**config.mk**
```make
export PLATFORM = sky130hd
export DESIGN_NAME = mixed_fraction_adder_core_flat
export DESIGN_NICKNAME = d
export VERILOG_FILES = /design/src/sv/mfa_pkg.sv /design/src/sv/mfa_if.sv /design/src/sv/mfa_div.sv /design/src/sv/mixed_fraction_adder_core.sv /design/src/flat_wrapper.sv
export SDC_FILE = /design/constraint.sdc
export NUM_CORES = 2
export LEC_CHECK = 0
export BUFFER_PORTS_ARGS = -buffer_cell sky130_fd_sc_hd__buf_2
export CORE_ASPECT_RATIO = 0.75
export CORE_MARGIN = 2
export CORE_UTILIZATION = 30
export CTS_CLUSTER_SIZE = 14
export DETAILED_ROUTE_END_ITERATION = 8
export PLACE_DENSITY = 0.44
export SLEW_MARGIN = 20
export SYNTH_ARGS = -nofsm -noshare
export SYNTH_HDL_FRONTEND = slang
export SYNTH_SLANG_ARGS = --single-unit
export TNS_END_PERCENT = 100
```
**constraint.sdc**
```tcl
create_clock -name clk_i -period 14.7 [get_ports clk_i]
set_input_delay 2.94 -clock clk_i [delete_from_list [all_inputs] [get_ports clk_i]]
set_output_delay 2.94 -clock clk_i [all_outputs]
set_load 0.01 [all_outputs]
```
**src/sv/mfa_pkg.sv**
```systemverilog
// Package for the mixed fraction adder: widths and shared types.
package mfa_pkg;

  localparam int unsigned WholeWidthDef = 32;
  localparam int unsigned FracWidthDef  = 16;
  localparam int unsigned OutWidth      = 32;

  // Operation selected for the shared divider
  typedef enum logic [0:0] {
    DIV_QUOT = 1'b0,
    DIV_REM  = 1'b1
  } div_op_e;

endpackage

```
**src/sv/mfa_if.sv**
```systemverilog
// Valid/ready channel interface carrying one mixed fraction transaction.
interface mfa_in_if #(
  parameter int unsigned WW = 32,
  parameter int unsigned FW = 16
);
  logic                 valid;
  logic                 ready;
  logic signed [WW-1:0] a_whole;
  logic        [FW-1:0] a_num;
  logic        [FW-1:0] a_den;
  logic signed [WW-1:0] b_whole;
  logic        [FW-1:0] b_num;
  logic        [FW-1:0] b_den;
  modport source (output valid, a_whole, a_num, a_den, b_whole, b_num, b_den, input ready);
  modport sink (input valid, a_whole, a_num, a_den, b_whole, b_num, b_den, output ready);
endinterface

interface mfa_out_if;
  logic               valid;
  logic               ready;
  logic signed [31:0] sum_whole;
  logic        [31:0] sum_num;
  logic        [31:0] sum_den;
  logic               overflow;
  modport source (output valid, sum_whole, sum_num, sum_den, overflow, input ready);
  modport sink (input valid, sum_whole, sum_num, sum_den, overflow, output ready);
endinterface

```
**src/sv/mfa_div.sv**
```systemverilog
// Restoring divider, one quotient bit per cycle; returns quotient and remainder.
module mfa_div import mfa_pkg::*; #(
  parameter int unsigned W = 32
) (
  input  logic         clk_i,
  input  logic         rst_ni,
  input  logic         start_i,
  input  logic [W-1:0] dividend_i,
  input  logic [W-1:0] divisor_i,
  output logic         done_o,
  output logic [W-1:0] quot_o,
  output logic [W-1:0] rem_o
);
  localparam int unsigned CW = $clog2(W + 1);

  logic [W-1:0]  quot_q, quot_d;
  logic [W-1:0]  rem_q, rem_d;
  logic [W-1:0]  dvs_q, dvs_d;
  logic [CW-1:0] cnt_q, cnt_d;
  logic          busy_q, busy_d;
  logic          done_q, done_d;
  logic [W:0]    trial;

  always_comb begin
    quot_d = quot_q;
    rem_d  = rem_q;
    dvs_d  = dvs_q;
    cnt_d  = cnt_q;
    busy_d = busy_q;
    done_d = 1'b0;
    trial  = {rem_q, quot_q[W-1]};
    if (start_i) begin
      quot_d = dividend_i;
      rem_d  = '0;
      dvs_d  = divisor_i;
      cnt_d  = CW'(W);
      busy_d = 1'b1;
    end else if (busy_q) begin
      if (trial >= {1'b0, dvs_q}) begin
        rem_d  = W'(trial - {1'b0, dvs_q});
        quot_d = {quot_q[W-2:0], 1'b1};
      end else begin
        rem_d  = trial[W-1:0];
        quot_d = {quot_q[W-2:0], 1'b0};
      end
      cnt_d = cnt_q - 1'b1;
      if (cnt_q == CW'(1)) begin
        busy_d = 1'b0;
        done_d = 1'b1;
      end
    end
  end

  always_ff @(posedge clk_i or negedge rst_ni) begin
    if (!rst_ni) begin
      busy_q <= 1'b0;
      done_q <= 1'b0;
      cnt_q  <= '0;
    end else begin
      busy_q <= busy_d;
      done_q <= done_d;
      cnt_q  <= cnt_d;
    end
  end

  always_ff @(posedge clk_i) begin
    quot_q <= quot_d;
    rem_q  <= rem_d;
    dvs_q  <= dvs_d;
  end

  assign done_o = done_q;
  assign quot_o = quot_q;
  assign rem_o  = rem_q;
endmodule

```
**src/sv/mixed_fraction_adder_core.sv**
```systemverilog
// Mixed fraction adder: adds two mixed fractions and normalises the result.
//
// Usage: one input channel carries both operands (whole part, numerator,
// denominator each); one output channel returns whole part, overflow flag,
// numerator and denominator (reduced if both fractions are present; 0/0 = no fraction).
// Transactions follow valid/ready; an input is taken at a clock edge with
// both high. The block handles one transaction at a time: ready is low from
// acceptance until the result has been taken, and rises the cycle after.
// All division goes through one shared restoring divider of
// 2*FRAC_WIDTH+1 bits, one quotient bit per cycle. A transaction with both
// fractions present needs the Euclid steps of two gcds plus up to five
// further divisions and the multiply and compare steps. With a fraction
// missing the result is valid the cycle after acceptance.
// If the receiver stalls, the result is held and no new input is taken.
// Reset (asynchronous, active low) returns the sequencer to idle and drops
// the output valid; no clearing pass is needed.
module mixed_fraction_adder_core import mfa_pkg::*; #(
  parameter int unsigned WHOLE_WIDTH = WholeWidthDef,
  parameter int unsigned FRAC_WIDTH  = FracWidthDef
) (
  input  logic clk_i,
  input  logic rst_ni,
  mfa_in_if.sink    in_i,
  mfa_out_if.source out_o
);
  // One spare bit holds the sum of two products; capped at 64-bit modular
  localparam int unsigned DV = (2 * FRAC_WIDTH + 1 > 64) ? 64 : 2 * FRAC_WIDTH + 1;
  localparam int unsigned WW = WHOLE_WIDTH;
  localparam int unsigned EW = ((WW > DV) ? WW : DV) + 2;
  localparam logic [EW-1:0] MaxPos = EW'({1'b0, {(WW-1){1'b1}}});

  typedef enum logic [4:0] {
    S_IDLE, S_G1, S_G1W, S_AG, S_AGW, S_BG, S_BGW, S_ML, S_MA, S_MB, S_CMP,
    S_CARRY, S_CARRYW, S_ADDC, S_G2, S_G2W, S_RN, S_RNW, S_RD, S_RDW, S_OUT
  } state_e;

  state_e state_q;
  logic [WW-1:0] s_q;
  logic          ovf_q;
  logic [FRAC_WIDTH-1:0] an_q, ad_q, bn_q, bd_q, ag_q, bg_q;
  logic [DV-1:0] x_q, y_q;    // Euclid pair
  logic [DV-1:0] l_q, n_q, r_q, g_q;
  logic [DV-1:0] carry_q;
  logic          valid_q;
  logic [OutWidth-1:0] onum_q, oden_q;

  logic          dstart;
  logic [DV-1:0] ddiv, ddvs;
  logic          ddone;
  logic [DV-1:0] dquot, drem;

  mfa_div #(.W(DV)) u_div (
    .clk_i, .rst_ni, .start_i(dstart), .dividend_i(ddiv), .divisor_i(ddvs),
    .done_o(ddone), .quot_o(dquot), .rem_o(drem)
  );

  logic [WW-1:0] aw, bw, ssum;
  logic          ovf_w;
  assign aw    = WW'(in_i.a_whole);
  assign bw    = WW'(in_i.b_whole);
  assign ssum  = aw + bw;
  assign ovf_w = (aw[WW-1] == bw[WW-1]) && (ssum[WW-1] != aw[WW-1]);

  // A malformed n/0 counts as absent
  logic [FRAC_WIDTH-1:0] anz, bnz;
  logic [FRAC_WIDTH:0]   nsum, dsum;
  assign anz  = (in_i.a_den == '0) ? '0 : in_i.a_num;
  assign bnz  = (in_i.b_den == '0) ? '0 : in_i.b_num;
  assign nsum = {1'b0, anz} + {1'b0, bnz};
  assign dsum = {1'b0, in_i.a_den} + {1'b0, in_i.b_den};

  // Carry is positive: overflow when whole part plus carry passes the top
  logic signed [EW-1:0] cwide;
  logic                 cofl;
  assign cwide = EW'(signed'(s_q)) + EW'(carry_q);
  assign cofl  = (cwide > signed'(MaxPos));

  always_comb begin
    dstart = 1'b0;
    ddiv   = x_q;
    ddvs   = y_q;
    case (state_q)
      S_G1, S_G2: dstart = 1'b1;
      S_AG: begin
        dstart = 1'b1; ddiv = DV'(ad_q); ddvs = g_q;
      end
      S_BG: begin
        dstart = 1'b1; ddiv = DV'(bd_q); ddvs = g_q;
      end
      S_CARRY: begin
        dstart = 1'b1; ddiv = n_q; ddvs = l_q;
      end
      S_RN: begin
        dstart = 1'b1; ddiv = r_q; ddvs = g_q;
      end
      S_RD: begin
        dstart = 1'b1; ddiv = l_q; ddvs = g_q;
      end
      default: dstart = 1'b0;
    endcase
  end

  // Shared multiplier: l = ad/g * bd, then an * bd/g, then bn * ad/g
  logic [FRAC_WIDTH-1:0]   mul_a, mul_b;
  logic [2*FRAC_WIDTH-1:0] prod;
  always_comb begin
    mul_a = an_q;
    mul_b = bg_q;
    case (state_q)
      S_ML: begin
        mul_a = ag_q; mul_b = bd_q;
      end
      S_MB: begin
        mul_a = bn_q; mul_b = ag_q;
      end
      default: begin
        mul_a = an_q; mul_b = bg_q;
      end
    endcase
  end
  assign prod = mul_a * mul_b;

  always_ff @(posedge clk_i or negedge rst_ni) begin
    if (!rst_ni) begin
      state_q <= S_IDLE;
      valid_q <= 1'b0;
      s_q     <= '0;
      ovf_q   <= 1'b0;
      an_q    <= '0;
      bn_q    <= '0;
      ad_q    <= '0;
      bd_q    <= '0;
      ag_q    <= '0;
      bg_q    <= '0;
      x_q     <= '0;
      y_q     <= '0;
      l_q     <= '0;
      n_q     <= '0;
      r_q     <= '0;
      g_q     <= '0;
      carry_q <= '0;
      onum_q  <= '0;
      oden_q  <= '0;
    end else begin
      case (state_q)
        S_IDLE: if (in_i.valid) begin
          s_q     <= ssum;
          ovf_q   <= ovf_w;
          an_q    <= anz;
          bn_q    <= bnz;
          ad_q    <= in_i.a_den;
          bd_q    <= in_i.b_den;
          carry_q <= '0;
          x_q     <= DV'(in_i.a_den);
          y_q     <= DV'(in_i.b_den);
          if (in_i.a_den == '0 || in_i.b_den == '0) begin
            onum_q  <= OutWidth'(nsum);
            oden_q  <= OutWidth'(dsum);
            valid_q <= 1'b1;
            state_q <= S_OUT;
          end else begin
            state_q <= S_G1;
          end
        end
        S_G1: state_q <= S_G1W;
        S_G1W: if (ddone) begin
          if (drem == '0) begin
            g_q     <= y_q;
            state_q <= S_AG;
          end else begin
            x_q <= y_q; y_q <= drem; state_q <= S_G1;
          end
        end
        S_AG: state_q <= S_AGW;
        S_AGW: if (ddone) begin
          ag_q    <= FRAC_WIDTH'(dquot);
          state_q <= S_BG;
        end
        S_BG: state_q <= S_BGW;
        S_BGW: if (ddone) begin
          bg_q    <= FRAC_WIDTH'(dquot);
          state_q <= S_ML;
        end
        S_ML: begin
          l_q     <= DV'(prod);
          state_q <= S_MA;
        end
        S_MA: begin
          n_q     <= DV'(prod);
          state_q <= S_MB;
        end
        S_MB: begin
          n_q     <= n_q + DV'(prod);
          state_q <= S_CMP;
        end
        S_CMP: begin
          if (n_q >= l_q) begin
            state_q <= S_CARRY;
          end else if (n_q == '0) begin
            onum_q  <= '0;
            oden_q  <= '0;
            valid_q <= 1'b1;
            state_q <= S_OUT;
          end else begin
            r_q     <= n_q;
            x_q     <= n_q;
            y_q     <= l_q;
            state_q <= S_G2;
          end
        end
        S_CARRY: state_q <= S_CARRYW;
        S_CARRYW: if (ddone) begin
          carry_q <= dquot;
          r_q     <= drem;
          state_q <= S_ADDC;
        end
        S_ADDC: begin
          s_q   <= s_q + WW'(carry_q);
          ovf_q <= ovf_q | cofl;
          if (r_q == '0) begin
            onum_q  <= '0;
            oden_q  <= '0;
            valid_q <= 1'b1;
            state_q <= S_OUT;
          end else begin
            x_q     <= r_q;
            y_q     <= l_q;
            state_q <= S_G2;
          end
        end
        S_G2: state_q <= S_G2W;
        S_G2W: if (ddone) begin
          if (drem == '0) begin
            g_q     <= y_q;
            state_q <= S_RN;
          end else begin
            x_q <= y_q; y_q <= drem; state_q <= S_G2;
          end
        end
        S_RN: state_q <= S_RNW;
        S_RNW: if (ddone) begin
          onum_q  <= OutWidth'(dquot);
          state_q <= S_RD;
        end
        S_RD: state_q <= S_RDW;
        S_RDW: if (ddone) begin
          oden_q  <= OutWidth'(dquot);
          valid_q <= 1'b1;
          state_q <= S_OUT;
        end
        S_OUT: if (out_o.ready) begin
          valid_q <= 1'b0;
          state_q <= S_IDLE;
        end
        default: state_q <= S_IDLE;
      endcase
    end
  end

  assign in_i.ready      = (state_q == S_IDLE);
  assign out_o.valid     = valid_q;
  assign out_o.sum_whole = OutWidth'(signed'(s_q));
  assign out_o.sum_num   = onum_q;
  assign out_o.sum_den   = oden_q;
  assign out_o.overflow  = ovf_q;
endmodule

```
**src/flat_wrapper.sv**
```systemverilog
// flat-port wrapper written by rule: the top's interface ports become plain ports
module mixed_fraction_adder_core_flat import mfa_pkg::*;
#(
  parameter int unsigned WHOLE_WIDTH = WholeWidthDef,
  parameter int unsigned FRAC_WIDTH  = FracWidthDef
)
  (clk_i, rst_ni, in_i_valid, in_i_a_whole, in_i_a_num, in_i_a_den, in_i_b_whole, in_i_b_num, in_i_b_den, in_i_ready, out_o_valid, out_o_sum_whole, out_o_sum_num, out_o_sum_den, out_o_overflow, out_o_ready);
  mfa_in_if #(.WW(32), .FW(16)) in_i_i ();
  mfa_out_if out_o_i ();
  input  logic clk_i;
  input  logic rst_ni;
  input wire logic [$bits(in_i_i.valid)-1:0] in_i_valid;
  input wire logic [$bits(in_i_i.a_whole)-1:0] in_i_a_whole;
  input wire logic [$bits(in_i_i.a_num)-1:0] in_i_a_num;
  input wire logic [$bits(in_i_i.a_den)-1:0] in_i_a_den;
  input wire logic [$bits(in_i_i.b_whole)-1:0] in_i_b_whole;
  input wire logic [$bits(in_i_i.b_num)-1:0] in_i_b_num;
  input wire logic [$bits(in_i_i.b_den)-1:0] in_i_b_den;
  output wire logic [$bits(in_i_i.ready)-1:0] in_i_ready;
  output wire logic [$bits(out_o_i.valid)-1:0] out_o_valid;
  output wire logic [$bits(out_o_i.sum_whole)-1:0] out_o_sum_whole;
  output wire logic [$bits(out_o_i.sum_num)-1:0] out_o_sum_num;
  output wire logic [$bits(out_o_i.sum_den)-1:0] out_o_sum_den;
  output wire logic [$bits(out_o_i.overflow)-1:0] out_o_overflow;
  input wire logic [$bits(out_o_i.ready)-1:0] out_o_ready;
  assign in_i_i.valid = in_i_valid;
  assign in_i_i.a_whole = in_i_a_whole;
  assign in_i_i.a_num = in_i_a_num;
  assign in_i_i.a_den = in_i_a_den;
  assign in_i_i.b_whole = in_i_b_whole;
  assign in_i_i.b_num = in_i_b_num;
  assign in_i_i.b_den = in_i_b_den;
  assign in_i_ready = in_i_i.ready;
  assign out_o_valid = out_o_i.valid;
  assign out_o_sum_whole = out_o_i.sum_whole;
  assign out_o_sum_num = out_o_i.sum_num;
  assign out_o_sum_den = out_o_i.sum_den;
  assign out_o_overflow = out_o_i.overflow;
  assign out_o_i.ready = out_o_ready;
  mixed_fraction_adder_core #(.WHOLE_WIDTH(WHOLE_WIDTH), .FRAC_WIDTH(FRAC_WIDTH)) u_core (.clk_i(clk_i), .rst_ni(rst_ni), .in_i(in_i_i), .out_o(out_o_i));
endmodule
```
==> Implementation_results.wiki <==
{| class="wikitable"
! Metric !! Value
|-
| Outcome || complete, no violations
|-
| Number of setup buffers added after CTS || 0
|-
| Post-route fraction of the period consumed by the critical path || 75.3%
|-
| Number of antenna violations at the first check in global routing || 10
|-
| Max-cap violation count || 0
|-
| Initial DRC count || 3675
|-
| Post-synthesis cell count || 4571
|-
| Die width || 433 um
|-
| Post-layout minimum cycle time || 11070 ps
|-
| Leakage component of the power || 22.2 nW
|-
| Final GP Congestion || 0.896
|-
| Slowest cell on crit path || sky130_fd_sc_hd__a221oi_1
|-
| CP Data Required Time || 15240 ps
|-
| Die extent in y || 326 um
|-
| Largest net degree at the start of global routing || 137
|-
| CTS tree || built
|-
| Critical path type || flop to flop
|-
| VDD IR max || 81.6 uV
|-
| Critical path buffer and inverter count || 8
|-
| Max transition margin || 22.3%
|-
| Number of gates resized after cts || 0
|-
| Proportion of synthesized flip-flops having asynchronous set or reset || 81.5%
|-
| Row Count || 118
|-
| Setup repair after global routing missed its margin || false
|-
| Critical path peak fanout || 59
|-
| Insertion delay of the later-clocked pin in the worst-skew pair || 670 ps
|-
| Clock-pin slew of the registers on the worst-case setup and hold paths || 60 ps
|-
| Final count of hold timing violations || 0
|-
| Wire length of the first global-routing pass || 240 mm
|-
| Top cell by count, worst path || sky130_fd_sc_hd__fa_1
|-
| Grt total ovfl || 0
|-
| Number of clock buffers inserted by TritonCTS || 69
|-
| DRC || 0
|-
| Overall global routing resource usage || 22.8%
|-
| Routed wire length || 164 mm
|-
| Skew final || 31.8 ps
|-
| Avg Synthesized Cell Area || 9.06 um2
|-
| Summed instance area of the synthesized netlist || 0.0414 mm2
|-
| Total power per unit cell area || 74.7 mW/mm2
|-
| Tightest Hold Check Type || flop to flop
|-
| Sum of net half-perimeters after detailed placement || 123 mm
|-
| WL per Instance || 24.7 um
|-
| Worst setup slack before clock tree synthesis || 3590 ps
|-
| Floorplan core area || 0.138 mm2
|-
| Slowest stage delay, CP || 820 ps
|-
| Aggregate negative setup slack || 0 ps
|-
| Post-route core utilization || 34.2%
|-
| Top Family by Delay on Critical Path || adder cells
|-
| Worst path setup slack after routing || 3630 ps
|-
| Share of layout cells above drive strength 1 || 12.5%
|-
| Crit. End Element || flop
|-
| Top_reg_cell synth || sky130_fd_sc_hd__dfrtp_1
|-
| Die ar. || 0.141 mm2
|-
| Arrival @ worst endpoint || 11610 ps
|-
| Post-synthesis cell type count || 90
|-
| Area growth from synthesis to layout || 13.7%
|-
| Maximum clock rate || 90.3 MHz
|-
| Hold Slack || 478 ps
|-
| Mapped Nets || 5206
|-
| Leading cell types by total area after synthesis || sky130_fd_sc_hd__dfrtp_1 26%, sky130_fd_sc_hd__fa_1 9.7%, sky130_fd_sc_hd__ha_1 9.2%
|-
| Fin nets || 5362
|-
| Number of top-level design ports || 231
|-
| Share of the synthesized area in the top cell type || 26.4%
|-
| Transition time at the pin with the least slew margin || 1160 ps
|-
| Vias per inst || 5.37
|-
| TritonCTS Sinks || 536
|-
| Count of pins over their slew limit || 0
|-
| Maximum buffer depth of the clock tree || 3
|-
| Number of global-route vias before repair || 33904
|-
| Starting density of the core || 30.1%
|-
| Detailed-route via count || 35697
|-
| Proportion of synthesized chip area in sequential cells || 32.8%
|-
| Crit path launch type || flop
|-
| H-tree levels || 3
|-
| Root buf cell || sky130_fd_sc_hd__clkbuf_16
|-
| Final setup violation count || 0
|-
| Library cell occupying the most area in the post-synthesis netlist || sky130_fd_sc_hd__dfrtp_1
|-
| First-pass DRT Iterations || 7
|-
| Register bit total from synthesis || 536
|-
| Count of flip-flops with a built-in enable after synthesis || 66
|-
| Number of buffers inserted by hold repair at cts || 0
|-
| Total of warnings raised by yosys || 0
|-
| IO buf count || 230
|-
| Number of nets with antenna violations after detailed routing || 0
|}
final cells by class:
| class | instances | area, um2 |
|---|---|---|
| antenna | 5 | 12.5 |
| clock buffer | 105 | 2110 |
| clock inverter | 21 | 280 |
| fill | 14300 | 90500 |
| inverter | 395 | 1480 |
| multi-input combinational | 3417 | 25600 |
| sequential | 536 | 13600 |
| tap | 1860 | 2330 |
| timing repair buffer | 308 | 1740 |
tightest hold or removal path: cells and delay by family (launching register included):
kind	cells	cell delay, ps
simple gates	2	110
flops	1	340
cells in the final DEF (no fill, tap or decap), types with 84 or more instances in the layout:
cell                      instances
sky130_fd_sc_hd__inv_1          393
sky130_fd_sc_hd__dfrtp_1        436
sky130_fd_sc_hd__ha_1           303
sky130_fd_sc_hd__mux2_2         113
sky130_fd_sc_hd__mux2i_1         84
sky130_fd_sc_hd__o21ai_0        204
sky130_fd_sc_hd__a22oi_1         93
sky130_fd_sc_hd__a21oi_1        292
sky130_fd_sc_hd__nand2_1        635
sky130_fd_sc_hd__xnor2_1         99
sky130_fd_sc_hd__fa_1           200
sky130_fd_sc_hd__buf_2          234
sky130_fd_sc_hd__nor2_1         352
per-stage QoR:
| stage | cell area [um2] | total power, mW | instances |
|---|---|---|---|
| finish | 47100 | 3.52 | 6647 |
| global route | 47100 | 3.63 | 6644 |
| CTS | 47100 | 3.56 | 6639 |
| detailed placement | 44700 | 1.73 | 6513 |
| global placement | 44700 | 1.73 | 6510 |
| floorplan | 41400 | 1.64 | 4571 |
report_power, final:
group | internal (mW) | switching, mW | leakage, nW
logic | 0.0789 | 0.130 | 14.2
registers | 1.50 | 0 | 6.83
clock network | 1.07 | 0.745 | 1.17
final timing paths:
| check | start | to | slack [ps] | cells past startpoint |
|---|---|---|---|---|
| max | u_core.state_q[0] | u_core.n_q[27] | 3630 | 37 |
| min | u_core.ad_q[9] | u_core.ad_q[9] | 480 | 2 |
| max reg2reg | u_core.state_q[0] | u_core.n_q[27] | 3630 | 37 |
| min reg2reg | u_core.ad_q[9] | u_core.ad_q[9] | 480 | 2 |
| max in group asynchronous | rst_ni | u_core.bn_q[10] | 10390 | 3 |
| min in group asynchronous | rst_ni | u_core.out_o.sum_whole[28] | 2260 | 1 |
logic make-up (layout without fill, tap and decap cells):
kind of cell	count (synthesis)	count (layout)	share of synthesized area, %
AND/OR/NAND/NOR	1388	1388	14.7
XOR/XNOR	162	162	3.42
adder cells (fa/ha/maj)	503	503	18.8
flip-flops	536	536	32.8
buffers and inverters	618	829	5.83
AO/OA/AOI/OAI	1150	1150	18.8
other	0	5	0
multiplexers	214	214	5.56
routing by layer:
layer	track usage (%)	up-vias	share of wire [%]
li1	-	16418	-
met1	35.2	17852	49
met2	33.4	1271	42
met3	3.56	156	7.0
met4	4.48	0	1.8
met5	0	-	0
synth_stat cells (40+ instances only):
| cell type | number |
|---|---|
| sky130_fd_sc_hd__a22oi_1 | 94 |
| sky130_fd_sc_hd__a222oi_1 | 66 |
| sky130_fd_sc_hd__nor2_1 | 365 |
| sky130_fd_sc_hd__a21oi_1 | 293 |
| sky130_fd_sc_hd__dfrtp_1 | 437 |
| sky130_fd_sc_hd__ha_1 | 303 |
| sky130_fd_sc_hd__a21o_1 | 81 |
| sky130_fd_sc_hd__nand3_1 | 51 |
| sky130_fd_sc_hd__nand2_1 | 636 |
| sky130_fd_sc_hd__and2_1 | 66 |
| sky130_fd_sc_hd__nor2b_1 | 43 |
| sky130_fd_sc_hd__mux2i_1 | 84 |
| sky130_fd_sc_hd__fa_1 | 200 |
| sky130_fd_sc_hd__nand2b_1 | 48 |
| sky130_fd_sc_hd__inv_1 | 394 |
| sky130_fd_sc_hd__nor3_1 | 40 |
| sky130_fd_sc_hd__clkbuf_1 | 172 |
| sky130_fd_sc_hd__xnor2_1 | 99 |
| sky130_fd_sc_hd__edfxtp_1 | 66 |
| sky130_fd_sc_hd__a221oi_1 | 40 |
| sky130_fd_sc_hd__o21ai_0 | 204 |
| sky130_fd_sc_hd__xor2_1 | 63 |
| sky130_fd_sc_hd__a31oi_1 | 60 |
| sky130_fd_sc_hd__mux2_2 | 113 |
(Power assumes the default switching activity.)
